$ cat config.mk
export PLATFORM = sky130hd
export DESIGN_NAME = adsr_envelope_generator
export DESIGN_NICKNAME = d
export VERILOG_FILES = /design/src/rtl/adsr_pkg.sv /design/src/rtl/adsr_muldiv.sv /design/src/rtl/adsr_envelope_generator.sv
export SDC_FILE = /design/constraint.sdc
export NUM_CORES = 1
export LEC_CHECK = 0
export BUFFER_PORTS_ARGS = -buffer_cell sky130_fd_sc_hd__buf_4
export CORE_ASPECT_RATIO = 0.5
export CORE_MARGIN = 3
export CORE_UTILIZATION = 45
export CTS_CLUSTER_SIZE = 24
export DETAILED_ROUTE_END_ITERATION = 10
export GPL_TIMING_DRIVEN = 0
export PLACE_DENSITY_LB_ADDON = 0.12
export SLEW_MARGIN = 20
export SYNTH_ARGS = -nofsm -noshare
export SYNTH_HDL_FRONTEND = slang
export SYNTH_SLANG_ARGS = --single-unit
$ cat constraint.sdc
create_clock -name clk -period 11.3 [get_ports clk]
set_input_delay 0.565 -clock clk [delete_from_list [all_inputs] [get_ports clk]]
set_output_delay 0.565 -clock clk [all_outputs]
set_load 0.005 [all_outputs]
$ cat src/rtl/adsr_pkg.sv
`default_nettype none

package adsr_pkg;

  // Width of the duration registers; the tick counter carries one bit more.
  localparam int TICK_W = 16;
  localparam int CNT_W  = TICK_W + 1;
  localparam int LVL_W  = 8;
  localparam int FUNC_W = 2;
  localparam int CFG_IDX_W = 2;
  localparam int CFG_DATA_W = TICK_W;

  // Bit steps of the shared multiply/divide unit: one pass for the product,
  // one for the quotient.
  localparam int MD_STEPS = 2 * LVL_W;
  localparam int MD_CNT_W = $clog2(MD_STEPS);

  localparam logic [LVL_W-1:0] LVL_FULL = {LVL_W{1'b1}};

  localparam logic [FUNC_W-1:0] FN_STEP    = 2'd0;
  localparam logic [FUNC_W-1:0] FN_TRIGGER = 2'd1;
  localparam logic [FUNC_W-1:0] FN_RELEASE = 2'd2;

  localparam logic [CFG_IDX_W-1:0] CFG_ATTACK  = 2'd0;
  localparam logic [CFG_IDX_W-1:0] CFG_DECAY   = 2'd1;
  localparam logic [CFG_IDX_W-1:0] CFG_SUSTAIN = 2'd2;
  localparam logic [CFG_IDX_W-1:0] CFG_RELEASE = 2'd3;

  typedef enum logic [1:0] {
    PH_IDLE    = 2'd0,
    PH_RAMP    = 2'd1,
    PH_SUSTAIN = 2'd2,
    PH_RELEASE = 2'd3
  } phase_t;

  typedef enum logic [2:0] {
    ST_IDLE,
    ST_EVAL,
    ST_CALC,
    ST_DONE
  } state_t;

  typedef struct packed {
    logic [FUNC_W-1:0] func;
    logic [7:0]        ticks_elapsed;
  } in_item_t;

  typedef struct packed {
    logic [LVL_W-1:0] level;
    logic [1:0]       phase_out;
  } out_item_t;

endpackage

`default_nettype wire

$ cat src/rtl/adsr_muldiv.sv
`default_nettype none

// Computes floor(n * m / d) for n < d, one bit per cycle. The product is
// built by shift-and-add into {hi_r, lo_r}; the same register pair then
// performs a restoring division, shifting quotient bits into lo_r.
module adsr_muldiv (
  input  wire                           clk,
  input  wire                           rst_n,
  input  wire                           start,
  input  wire  [adsr_pkg::TICK_W-1:0]   op_n,
  input  wire  [adsr_pkg::LVL_W-1:0]    op_m,
  input  wire  [adsr_pkg::TICK_W-1:0]   op_d,
  output logic                          done,
  output logic [adsr_pkg::LVL_W-1:0]    quot
);

  localparam int TW = adsr_pkg::TICK_W;
  localparam int LW = adsr_pkg::LVL_W;
  localparam int CW = adsr_pkg::MD_CNT_W;
  localparam logic [CW-1:0] CNT_LAST = CW'(adsr_pkg::MD_STEPS - 1);
  localparam logic [CW-1:0] CNT_DIV  = CW'(LW);

  logic          busy_r;
  logic          done_r;
  logic [CW-1:0] cnt_r;
  logic [TW-1:0] hi_r;
  logic [LW-1:0] lo_r;
  logic [TW-1:0] n_r;
  logic [TW-1:0] d_r;

  logic [TW:0]   mul_sum;
  logic [TW:0]   div_trial;
  logic [TW:0]   div_diff;
  logic          div_ge;
  logic          in_div;

  assign in_div    = (cnt_r >= CNT_DIV);
  assign mul_sum   = {1'b0, hi_r} + (lo_r[0] ? {1'b0, n_r} : {(TW + 1){1'b0}});
  assign div_trial = {hi_r, lo_r[LW-1]};
  assign div_ge    = (div_trial >= {1'b0, d_r});
  assign div_diff  = div_trial - {1'b0, d_r};

  always_ff @(posedge clk) begin
    if (!rst_n) begin
      busy_r <= 1'b0;
      done_r <= 1'b0;
      cnt_r  <= '0;
    end else begin
      done_r <= 1'b0;
      if (start) begin
        busy_r <= 1'b1;
        cnt_r  <= '0;
      end else if (busy_r) begin
        cnt_r <= cnt_r + 1'b1;
        if (cnt_r == CNT_LAST) begin
          busy_r <= 1'b0;
          done_r <= 1'b1;
        end
      end
    end
  end

  always_ff @(posedge clk) begin
    if (start) begin
      hi_r <= '0;
      lo_r <= op_m;
      n_r  <= op_n;
      d_r  <= op_d;
    end else if (busy_r) begin
      if (!in_div) begin
        hi_r <= mul_sum[TW:1];
        lo_r <= {mul_sum[0], lo_r[LW-1:1]};
      end else begin
        // The partial remainder stays below d, so it fits in TW bits.
        hi_r <= div_ge ? div_diff[TW-1:0] : div_trial[TW-1:0];
        lo_r <= {lo_r[LW-2:0], div_ge};
      end
    end
  end

  assign done = done_r;
  assign quot = lo_r;

endmodule

`default_nettype wire

$ cat src/rtl/adsr_envelope_generator.sv
`default_nettype none

// Channel   Direction  Handshake              Payload
// in_       input      in_valid / in_ready    in_data   (func, ticks_elapsed)
// out_      output     out_valid / out_ready  out_data  (level, phase_out)
// cfg_      input      cfg_valid / cfg_ready  cfg_index, cfg_data
//
// One item is in flight at a time. A trigger, a release, an unused code or a
// step while idle or in sustain goes from acceptance to the done state. A
// step that interpolates runs through evaluate and calculate: the bit-serial
// multiply/divide unit forms the product, then the quotient. A step that ends
// a ramp skips the calculate state. The next item is taken while the previous
// result waits in the output register; a stalled output holds the block in
// its final state. Reset is synchronous and needs no clearing pass.
module adsr_envelope_generator (
  input  wire                                 clk,
  input  wire                                 rst_n,
  input  wire                                 in_valid,
  output logic                                in_ready,
  input  wire  adsr_pkg::in_item_t            in_data,
  output logic                                out_valid,
  input  wire                                 out_ready,
  output adsr_pkg::out_item_t                 out_data,
  input  wire                                 cfg_valid,
  output logic                                cfg_ready,
  input  wire  [adsr_pkg::CFG_IDX_W-1:0]      cfg_index,
  input  wire  [adsr_pkg::CFG_DATA_W-1:0]     cfg_data
);

  localparam int TW = adsr_pkg::TICK_W;
  localparam int CW = adsr_pkg::CNT_W;
  localparam int LW = adsr_pkg::LVL_W;

  adsr_pkg::state_t    state_r, state_nxt;
  adsr_pkg::phase_t    phase_r, phase_nxt;
  logic [CW-1:0]       tick_r, tick_nxt;
  logic [LW-1:0]       level_r, level_nxt;
  logic [LW-1:0]       rel_start_r, rel_start_nxt;
  logic [LW-1:0]       base_r, base_nxt;
  logic                neg_r, neg_nxt;
  logic                out_valid_r, out_valid_nxt;
  adsr_pkg::out_item_t out_data_r;

  logic [TW-1:0]       attack_r;
  logic [TW-1:0]       decay_r;
  logic [LW-1:0]       sustain_r;
  logic [TW-1:0]       release_r;

  logic [CW:0]         tick_sum;
  logic [CW-1:0]       tick_sat;
  logic [CW-1:0]       ad_sum;
  logic [CW-1:0]       x_minus_a;
  logic                out_load;

  logic                md_start;
  logic [TW-1:0]       md_n;
  logic [LW-1:0]       md_m;
  logic [TW-1:0]       md_d;
  logic                md_done;
  logic [LW-1:0]       md_quot;

  adsr_muldiv u_muldiv (
    .clk   (clk),
    .rst_n (rst_n),
    .start (md_start),
    .op_n  (md_n),
    .op_m  (md_m),
    .op_d  (md_d),
    .done  (md_done),
    .quot  (md_quot)
  );

  // The count saturates instead of wrapping.
  assign tick_sum  = {1'b0, tick_r} + (CW + 1)'(in_data.ticks_elapsed);
  assign tick_sat  = tick_sum[CW] ? {CW{1'b1}} : tick_sum[CW-1:0];
  assign ad_sum    = {1'b0, attack_r} + {1'b0, decay_r};
  assign x_minus_a = tick_r - {1'b0, attack_r};

  always_comb begin
    state_nxt     = state_r;
    phase_nxt     = phase_r;
    tick_nxt      = tick_r;
    level_nxt     = level_r;
    rel_start_nxt = rel_start_r;
    base_nxt      = base_r;
    neg_nxt       = neg_r;
    in_ready      = 1'b0;
    out_load      = 1'b0;
    md_start      = 1'b0;
    md_n          = tick_r[TW-1:0];
    md_m          = adsr_pkg::LVL_FULL;
    md_d          = attack_r;

    case (state_r)
      adsr_pkg::ST_IDLE: begin
        in_ready = 1'b1;
        if (in_valid) begin
          state_nxt = adsr_pkg::ST_DONE;
          case (in_data.func)
            adsr_pkg::FN_TRIGGER: begin
              tick_nxt  = '0;
              phase_nxt = adsr_pkg::PH_RAMP;
            end
            adsr_pkg::FN_RELEASE: begin
              tick_nxt      = '0;
              phase_nxt     = adsr_pkg::PH_RELEASE;
              rel_start_nxt = level_r;
            end
            adsr_pkg::FN_STEP: begin
              case (phase_r)
                adsr_pkg::PH_IDLE:    level_nxt = '0;
                adsr_pkg::PH_SUSTAIN: level_nxt = sustain_r;
                default: begin
                  tick_nxt  = tick_sat;
                  state_nxt = adsr_pkg::ST_EVAL;
                end
              endcase
            end
            default: ;
          endcase
        end
      end

      adsr_pkg::ST_EVAL: begin
        state_nxt = adsr_pkg::ST_CALC;
        if (phase_r == adsr_pkg::PH_RAMP) begin
          if (tick_r >= ad_sum) begin
            level_nxt = sustain_r;
            phase_nxt = adsr_pkg::PH_SUSTAIN;
            state_nxt = adsr_pkg::ST_DONE;
          end else if (tick_r >= {1'b0, attack_r}) begin
            // Decay: 255 - (x - A) * (255 - S) / D
            md_start = 1'b1;
            md_n     = x_minus_a[TW-1:0];
            md_m     = adsr_pkg::LVL_FULL - sustain_r;
            md_d     = decay_r;
            base_nxt = adsr_pkg::LVL_FULL;
            neg_nxt  = 1'b1;
          end else begin
            md_start = 1'b1;
            base_nxt = '0;
            neg_nxt  = 1'b0;
          end
        end else begin
          if (tick_r >= {1'b0, release_r}) begin
            level_nxt = '0;
            phase_nxt = adsr_pkg::PH_IDLE;
            state_nxt = adsr_pkg::ST_DONE;
          end else begin
            md_start = 1'b1;
            md_m     = rel_start_r;
            md_d     = release_r;
            base_nxt = rel_start_r;
            neg_nxt  = 1'b1;
          end
        end
      end

      adsr_pkg::ST_CALC: begin
        if (md_done) begin
          level_nxt = neg_r ? (base_r - md_quot) : md_quot;
          state_nxt = adsr_pkg::ST_DONE;
        end
      end

      adsr_pkg::ST_DONE: begin
        if (!out_valid_r || out_ready) begin
          out_load  = 1'b1;
          state_nxt = adsr_pkg::ST_IDLE;
        end
      end

      default: state_nxt = adsr_pkg::ST_IDLE;
    endcase

    if (out_load) begin
      out_valid_nxt = 1'b1;
    end else if (out_ready) begin
      out_valid_nxt = 1'b0;
    end else begin
      out_valid_nxt = out_valid_r;
    end
  end

  always_ff @(posedge clk) begin
    if (!rst_n) begin
      state_r     <= adsr_pkg::ST_IDLE;
      phase_r     <= adsr_pkg::PH_IDLE;
      tick_r      <= '0;
      level_r     <= '0;
      rel_start_r <= '0;
      out_valid_r <= 1'b0;
    end else begin
      state_r     <= state_nxt;
      phase_r     <= phase_nxt;
      tick_r      <= tick_nxt;
      level_r     <= level_nxt;
      rel_start_r <= rel_start_nxt;
      out_valid_r <= out_valid_nxt;
    end
  end

  always_ff @(posedge clk) begin
    base_r <= base_nxt;
    neg_r  <= neg_nxt;
    if (out_load) begin
      out_data_r.level     <= level_r;
      out_data_r.phase_out <= phase_r;
    end
  end

  // Register 2 keeps only the low byte of the write data.
  always_ff @(posedge clk) begin
    if (!rst_n) begin
      attack_r  <= '0;
      decay_r   <= '0;
      sustain_r <= adsr_pkg::LVL_FULL;
      release_r <= '0;
    end else if (cfg_valid) begin
      case (cfg_index)
        adsr_pkg::CFG_ATTACK:  attack_r  <= cfg_data[TW-1:0];
        adsr_pkg::CFG_DECAY:   decay_r   <= cfg_data[TW-1:0];
        adsr_pkg::CFG_SUSTAIN: sustain_r <= cfg_data[LW-1:0];
        adsr_pkg::CFG_RELEASE: release_r <= cfg_data[TW-1:0];
        default: ;
      endcase
    end
  end

  assign cfg_ready = 1'b1;
  assign out_valid = out_valid_r;
  assign out_data  = out_data_r;

endmodule

`default_nettype wire

==> flow_metrics.py <==
metrics = {
    "clocking": {
        "cts-root-buf": "clkbuf_16",
        "cts_buffers": 17,
        "cts_resized": 0,
        "cts_hold_buffers": 0,
        "h-tree-depth": 4,
        "clk_latency_ps": 460,
        "cts_setup_buffers": 0,
        "cts.clk_slew.worst_paths_ps": 70,
        "cts_sinks": 175,
        "cts_buffer_depth": 2,
        "cts_tree": "built",
    },
    "synth": {
        "synthesis.area_um2": 12200,
        "synth_edf_count": 59,
        "avgSynthCellArea_um2": 8.46,
        "synth_ff_type": "dfxtp_1",
        "yosysWarnings": 0,
        "synth.distinct_cells": 75,
        "seq_area_frac_synth_pct": 33.7,
        "async_reset_ff_share_pct": 0,
        "ys_ff_latch": 175,
        "syn-instance-count": 1437,
        "syn-num-nets": 1596,
    },
    "setup_path": {
        "cp-start-kind": "register",
        "r2r_start": "attack_r[0]$_SDFFE_PN0P_",
        "critPathKind": "register to register",
        "critical_path.reg2reg.endpoint": "u_muldiv.quot[3]$_DFFE_PP_",
        "cp-end-kind": "register",
        "cp_max_fo": 41,
        "reg2regPathDepth": 19,
        "arrival_ps": 5970,
        "r2r_slack_ps": 5510,
        "crit_required_ps": 11480,
    },
    "pwr": {
        "power.density_nw_per_um2": 208,
        "p_total_w": 0.00280,
        "p_leak_nw": 5.69,
        "ir_drop_v": 0.000100,
    },
    "sta": {
        "rsz0062_at_grt": "no",
        "tightest_slew_ps": 1040,
        "whs_ps": 371,
        "post-route-period-util_pct": 51.2,
        "fin_crit_ps": 5790,
        "final-max-slew-violation-count": 0,
        "setup_viol": 0,
        "tns_ps": 0,
        "maxSlewHeadroom_pct": 31.0,
        "skew_ps": 14.7,
        "fmax_mhz": 173,
        "hold_viol": 0,
    },
    "route": {
        "drt_iter0_markers": 1074,
        "drtAntennaViolNets": 0,
        "wl_per_cell_um": 19.6,
        "route.detailed.drc": 0,
        "via_count": 10910,
        "drtPass1Iterations": 5,
        "routed_via_density": 5.88,
        "routed_wl_um": 36400,
    },
    "floorplanning": {
        "die_h_um": 122,
        "dieArea_um2": 29200,
        "placementRows": 41,
        "initial_core_util_pct": 47.0,
        "core-area_um2": 25900,
        "ios": 46,
        "fp.dieW_um": 239,
    },
    "grt": {
        "globalRouteMet1Util_pct": 35.7,
        "grt_pass1_wl_um": 56800,
        "grt_usage_pct": 25.4,
        "met3_usage_pct": 7.48,
        "grt_max_degree": 42,
        "grt_pass1_vias": 10326,
        "busiest_layer": "met2",
        "antenna_found_initial": 0,
        "grt_util_met2_pct": 38.5,
        "overflow": 0,
    },
    "layout": {
        "final_cell_mix": "184 x nand2_1, 136 x a21oi_1, 120 x ha_1, 116 x dfxtp_1, 102 x inv_1",
        "antenna_cells": 0,
        "final_common_cell": "nand2_1",
        "fillers": 2503,
        "finalNetCount": 1659,
        "syn_to_final_growth_pct": 10.9,
        "drive_above_1_share_pct": 8.00,
    },
    "worst_hold_path": {
        "hold_class": "input pin to register",
        "min_delay_path_depth": 3,
        "holdCritStartpoint": "cfg_data[9]",
        "worstHoldEndpoint": "attack_r[9]$_SDFFE_PN0P_",
    },
    "flow_run": {
        "drv_cap": 0,
    },
    "placement": {
        "place_hpwl_um": 28900,
        "gp_congestion": 0.957,
        "io_buffers": 44,
    },
    "outcome": {
        "status": "complete, no violations",
    },
}
kinds of logic (layout without fill, tap and decap cells):
family,count (synthesis),in the layout,share of synthesized area [%]
other cells,1,1,0.0308
buf+inv,157,233,5.03
xor+xnor,55,55,3.96
flops,175,175,33.7
mux,46,46,3.96
compound gates,429,429,22.8
simple gates,448,448,17.2
fa+ha+maj,126,126,13.3
worst max path at each step:
stage	startpoint	to	slack, ps	depth (start not counted)
after global placement	attack_r[0]$_SDFFE_PN0P_	u_muldiv.quot[7]$_DFFE_PP_	5560	19
after global routing	attack_r[0]$_SDFFE_PN0P_	u_muldiv.quot[1]$_DFFE_PP_	5040	19
after detailed placement	attack_r[0]$_SDFFE_PN0P_	u_muldiv.quot[3]$_DFFE_PP_	5520	19
after floorplan	attack_r[0]$_SDFFE_PN0P_	u_muldiv.quot[1]$_DFFE_PP_	6710	20
after CTS	attack_r[0]$_SDFFE_PN0P_	u_muldiv.quot[3]$_DFFE_PP_	5510	19
final	attack_r[0]$_SDFFE_PN0P_	u_muldiv.quot[3]$_DFFE_PP_	5510	19
synth_stat cells, drive strengths merged, types with 8 or more instances:
| master | count | share of area [%] |
|---|---|---|
| a311oi | 10 | 0.72 |
| a21oi | 137 | 5.7 |
| nand4 | 9 | 0.46 |
| nand3 | 30 | 1.2 |
| o211ai | 11 | 0.68 |
| nor2b | 16 | 0.82 |
| o21a | 20 | 1.2 |
| nor3 | 24 | 0.99 |
| ha | 120 | 12 |
| a31oi | 15 | 0.77 |
| or2 | 9 | 0.46 |
| nand2 | 184 | 5.7 |
| dfxtp | 116 | 19 |
| and2 | 22 | 1.2 |
| mux2 | 17 | 1.6 |
| and3 | 16 | 0.83 |
| clkbuf | 43 | 1.3 |
| mux2i | 29 | 2.4 |
| o21bai | 13 | 0.80 |
| a22oi | 11 | 0.68 |
| xor2 | 21 | 1.5 |
| nand2b | 18 | 0.93 |
| xnor2 | 34 | 2.4 |
| a21o | 33 | 2.0 |
| edfxtp | 59 | 15 |
| o31ai | 8 | 0.49 |
| inv | 102 | 3.1 |
| buf | 12 | 0.56 |
| nor2 | 91 | 2.8 |
| o2bb2ai | 11 | 0.79 |
| a211oi | 21 | 1.3 |
| o21ai | 82 | 3.4 |
area by class of cell:
| class | instances | area [um2] | area share [%] |
|---|---|---|---|
| well taps | 344 | 430 | 3.19 |
| plain buffers | 55 | 229 | 1.70 |
| repair buffers | 44 | 330 | 2.45 |
| clock inverters | 15 | 145 | 1.08 |
| clock buffers | 17 | 425 | 3.15 |
| inverters | 102 | 383 | 2.84 |
| multi-input cells | 1105 | 7460 | 55.3 |
| flip-flops and latches | 175 | 4090 | 30.3 |
layer usage:
layer  routed length (um)  up-vias
met5                    0        -
met4                  505        0
met3                 3330       47
met2                15200      371
met1                17400     5188
li1                     -     5304
where the power goes:
| part | internal [W] | total [W] | switching (W) |
|---|---|---|---|
| combinational | 0.000539 | 0.00132 | 0.000779 |
| clock | 0.000324 | 0.000583 | 0.000260 |
| sequential | 0.000797 | 0.000899 | 0.000102 |
registers in the layout (all words and copies together) (netlist names), 2 cells and up:
register	cells
u_muldiv.cnt_r	4
base_r	8
rel_start_r	8
state_r	2
tick_r	17
sustain_r	8
decay_r	16
u_muldiv.n_r	16
attack_r	16
u_muldiv.quot	8
level_r	8
u_muldiv.d_r	16
out_data	10
u_muldiv.hi_r	16
phase_r	2
release_r	16
per-stage QoR:
step / cells / worst slack [ps] / util (%) / area [um2]
finish: 1857 / 5510 / 52.2 / 13500
global route: 1857 / 5040 / 52.2 / 13500
CTS: 1857 / 5510 / 52.2 / 13500
detailed placement: 1825 / 5520 / 50.0 / 12900
global placement: 1825 / 5560 / 50.0 / 12900
floorplan: 1437 / 6710 / - / 12200
critical path: stages, from the launching register on:
cell and delay (ps):
dfxtp_1 370, ha_1 250, fa_1 400, a21o_1 180
a21oi_1 260, o21ai_0 190, nand2_1 140, o2111ai_1 160
a41oi_1 360, xor2_1 180, ha_1 250, a21o_1 150
a21o_1 170, a21oi_1 320, o2111ai_1 490, and2_1 340
buf_2 180, inv_1 220, buf_2 730, o21bai_1 170
Power figures use the tool's default switching activity.
